--- config.mk ---
export PLATFORM = sky130hd
export DESIGN_NAME = tlfs_mem
export DESIGN_NICKNAME = d
export VERILOG_FILES = /design/src/rtl/core/tlfs_mem.sv
export SDC_FILE = /design/constraint.sdc
export NUM_CORES = 1
export LEC_CHECK = 0
export BUFFER_PORTS_ARGS = -buffer_cell sky130_fd_sc_hd__buf_2
export CAP_MARGIN = 30
export CORE_MARGIN = 2
export CORE_UTILIZATION = 50
export CTS_BUF_LIST = sky130_fd_sc_hd__clkbuf_16
export CTS_CLUSTER_SIZE = 28
export DETAILED_ROUTE_END_ITERATION = 6
export PLACE_DENSITY_LB_ADDON = 0.1
export SLEW_MARGIN = 0
export SYNTH_ARGS = -nofsm -noshare
export SYNTH_HDL_FRONTEND = slang
export SYNTH_SLANG_ARGS = --single-unit
--- constraint.sdc ---
create_clock -name i_clk -period 6.4 [get_ports i_clk]
set_input_delay 1.28 -clock i_clk [delete_from_list [all_inputs] [get_ports i_clk]]
set_output_delay 1.28 -clock i_clk [all_outputs]
set_load 0.01 [all_outputs]
--- src/rtl/core/tlfs_mem.sv ---
// Synchronous slot memory: id and age per slot, one write and one read port.
// Read data registered; no dependencies.
module tlfs_mem #(
    parameter int unsigned DEPTH  = 48,
    parameter int unsigned ADDR_W = 6,
    parameter int unsigned ID_W   = 16,
    parameter int unsigned AGE_W  = 16
) (
    input  logic              i_clk,
    input  logic              i_we,
    input  logic [ADDR_W-1:0] i_waddr,
    input  logic [ID_W-1:0]   i_wid,
    input  logic [AGE_W-1:0]  i_wage,
    input  logic [ADDR_W-1:0] i_raddr,
    output logic [ID_W-1:0]   o_rid,
    output logic [AGE_W-1:0]  o_rage
);
    logic [ID_W+AGE_W-1:0] r_mem [DEPTH];

    // Write port and registered read port.
    always_ff @(posedge i_clk) begin
        if (i_we) begin
            r_mem[i_waddr] <= {i_wid, i_wage};
        end
        {o_rid, o_rage} <= r_mem[i_raddr];
    end
endmodule

==> metrics.cfg <==
[outcome]
status = completed

[yosys]
syn_nets = 2958
dominantRegCellSynth = edfxtp_1
synthTopCellsByCount = edfxtp_1, mux2i_1, mux4_2, a22oi_1, clkbuf_1
syn_area_um2 = 60160
synth-seq-area-share_pct = 77.73
synth_edf_count = 1536
synthCells = 2912
netlist_top_cells_area = edfxtp_1, mux2i_1, mux4_2, a22oi_1, dfxtp_1
ys_types = 30
ys.warnings.count = 0
synth_top_cell_by_area = edfxtp_1
synth.avg_cell_area_um2 = 20.66
synth-seq-cells = 1568
synth_top_area_share_pct = 76.67
post-synth-top-count-cell = edfxtp_1
synthArstFlopShare_pct = 0

[min_path]
hp-class = reg2reg

[global_routing]
antenna_found_initial = 10
grt.met1_usage_pct = 35.13
grt_pass1_wl_um = 218000
gr-total-overflow = 0
grt_usage_pct = 25.32
grt_pass1_vias = 29880
grtUsageMet3_pct = 4.770
met2_usage_pct = 40.99
grt_max_degree = 129
busiest_layer = met2

[sta]
slew_headroom_pct = 31.31
worstMarginPinSlew_ns = 1.028
max_freq_mhz = 270.9
finClkSkew_ns = 0.02654
setup_viol = 0
hold_violations = 0
fin_crit_sh_pct = 57.68
tns_ns = 0
finalWorstPathRequiredPeriod_ns = 3.691
grt_setup_unrepaired = no
slew_viol_final = 0

[route]
routed_wl_um = 154000
drtAntennaViolNets = 0
drc = 0
routed_via_density = 6.112
vias = 29380
drt_first_pass_iters = 6
drt_iter0_drc = 3127
wl_per_cell_um = 32.03

[setup_path]
crit_chain = buf_6 -> nor2b_4 -> buf_12 -> a22o_1 -> a221oi_1 -> o22ai_1 -> o41ai_2
cp-end-kind = flop
required_ns = 7.03
crit_type = in2reg
crit_fanout = 50
worst-endpoint-arrival_ns = 4.32
slowest_delay_ns = 0.95
cp_slowest_cell = nor2b_4
cp-start-kind = primary input

[clocking]
cts_buffers = 160
cts_tree = yes
clkSinkCount = 1568
clockBufferDepth = 3
cts_resized = 0
post_cts_buffers = 0
holdBufCountCts = 0
clk_latency_ns = 0.78
htree_levels = 4
cts_root_buf = clkbuf_16
clk_pin_slew_ns = 0.06

[placed_design]
place_area_um2 = 62790
io_buffers = 77
dp_hpwl_um = 81020
gp_congestion = 0.7824
post-place-cells = 4512

[finish]
finalNonFillerCells = 4807
nFillCells = 8934
drive_above_1_share_pct = 19.69
fin_area_um2 = 67800
synthToLayoutAreaGrowth_pct = 12.70
nets = 3108

[die]
die_x_um = 350.9
ioPinCount = 78
start_util_pct = 50.28
die_area_um2 = 123100
die_y_um = 350.9
rows = 127
fp.coreArea_um2 = 119700

[power]
ir_drop_v = 0.0002832
finalPower_mw = 21.30
p_leak_nw = 22.65
p_per_area_nw_per_um2 = 314.1

[flow_run]
drv_cap = 0

critical path: cells and delay by family:
kind / cells / cell delay (ns)
and+or+nand+nor: 1 / 0.95
AOI/OAI and AO/OA: 4 / 1.12
buffers and inverters: 2 / 0.80
final cells by class:
| cell class | count | area [um2] | share of cell area, % |
|---|---|---|---|
| Sequential cell | 1568 | 46760 | 68.97 |
| Clock inverter | 130 | 903.4 | 1.332 |
| Antenna cell | 1 | 2.502 | 0.003691 |
| Multi-Input combinational cell | 1170 | 12730 | 18.78 |
| Tap cell | 1612 | 2017 | 2.975 |
| Clock buffer | 164 | 4104 | 6.053 |
| Timing Repair Buffer | 162 | 1280 | 1.888 |
worst paths after layout:
check / depth (start not counted) / startpoint / end / slack [ns]
worst max-delay path: 7 / i_raddr[1] / o_rage[0] / 2.71
worst min-delay path: 4 / r_mem[7][16] / o_rid[0] / 0.82
worst max register to register: 4 / r_mem[47][4] / o_rage[4] / 4.53
worst min register to register: 4 / r_mem[7][16] / o_rid[0] / 0.82
registers in the layout, summed over array words and instances, names as in the netlist:
name,count
r_mem,1536
o_rid,16
o_rage,16
logic make-up after synthesis:
logic type	count (synthesis)	share of synthesized area, %
simple gates	114	0.8257
mux	672	14.51
compound gates	384	5.191
buf+inv	174	1.743
flops	1568	77.73
report_power, final:
group | switching, mW | internal, mW
Combinational | 0.679 | 0.365
Clock | 3.80 | 5.05
Sequential | 0.0411 | 11.4
Total | 4.52 | 16.8
layer usage:
metal	vias up	wire length, um
met5	-	68
met2	1132	74800
met1	15530	63880
met4	10	4196
li1	12460	-
met3	248	11020
cells in the final DEF (no fill, tap or decap), types with 2 or more instances in the layout:
master	netlist	final
nor2_4	0	45
o41ai_2	32	32
buf_2	22	74
clkinv_2	0	30
inv_6	0	5
nand2b_1	5	3
nand2_1	39	38
a22oi_1	128	128
clkinv_1	0	35
bufinv_16	0	10
mux4_2	160	160
nor3_2	0	4
a221oi_1	64	64
mux2i_1	512	512
clkbuf_16	0	164
inv_1	0	41
nand2b_2	0	2
clkinvlp_4	0	3
clkinv_8	0	5
nor2b_1	6	4
edfxtp_1	1536	1536
nand3_1	5	5
o22ai_1	32	32
a22o_1	64	64
nor2_1	47	2
dfxtp_1	32	32
buf_4	23	67
a21oi_1	64	64
buf_12	0	19
nor2b_4	0	2
metrics by stage:
stage / hold WS (ns) / util, % / worst slack (ns)
floorplan: 0.7623 / - / 1.969
global placement: 0.7947 / 52.41 / 2.084
detailed placement: 0.8029 / 52.48 / 2.055
CTS: 0.8225 / 56.66 / 2.885
global route: 0.8918 / 56.66 / 2.774
finish: 0.8212 / 56.67 / 2.709
No activity file was read; power rests on OpenSTA's default activity.
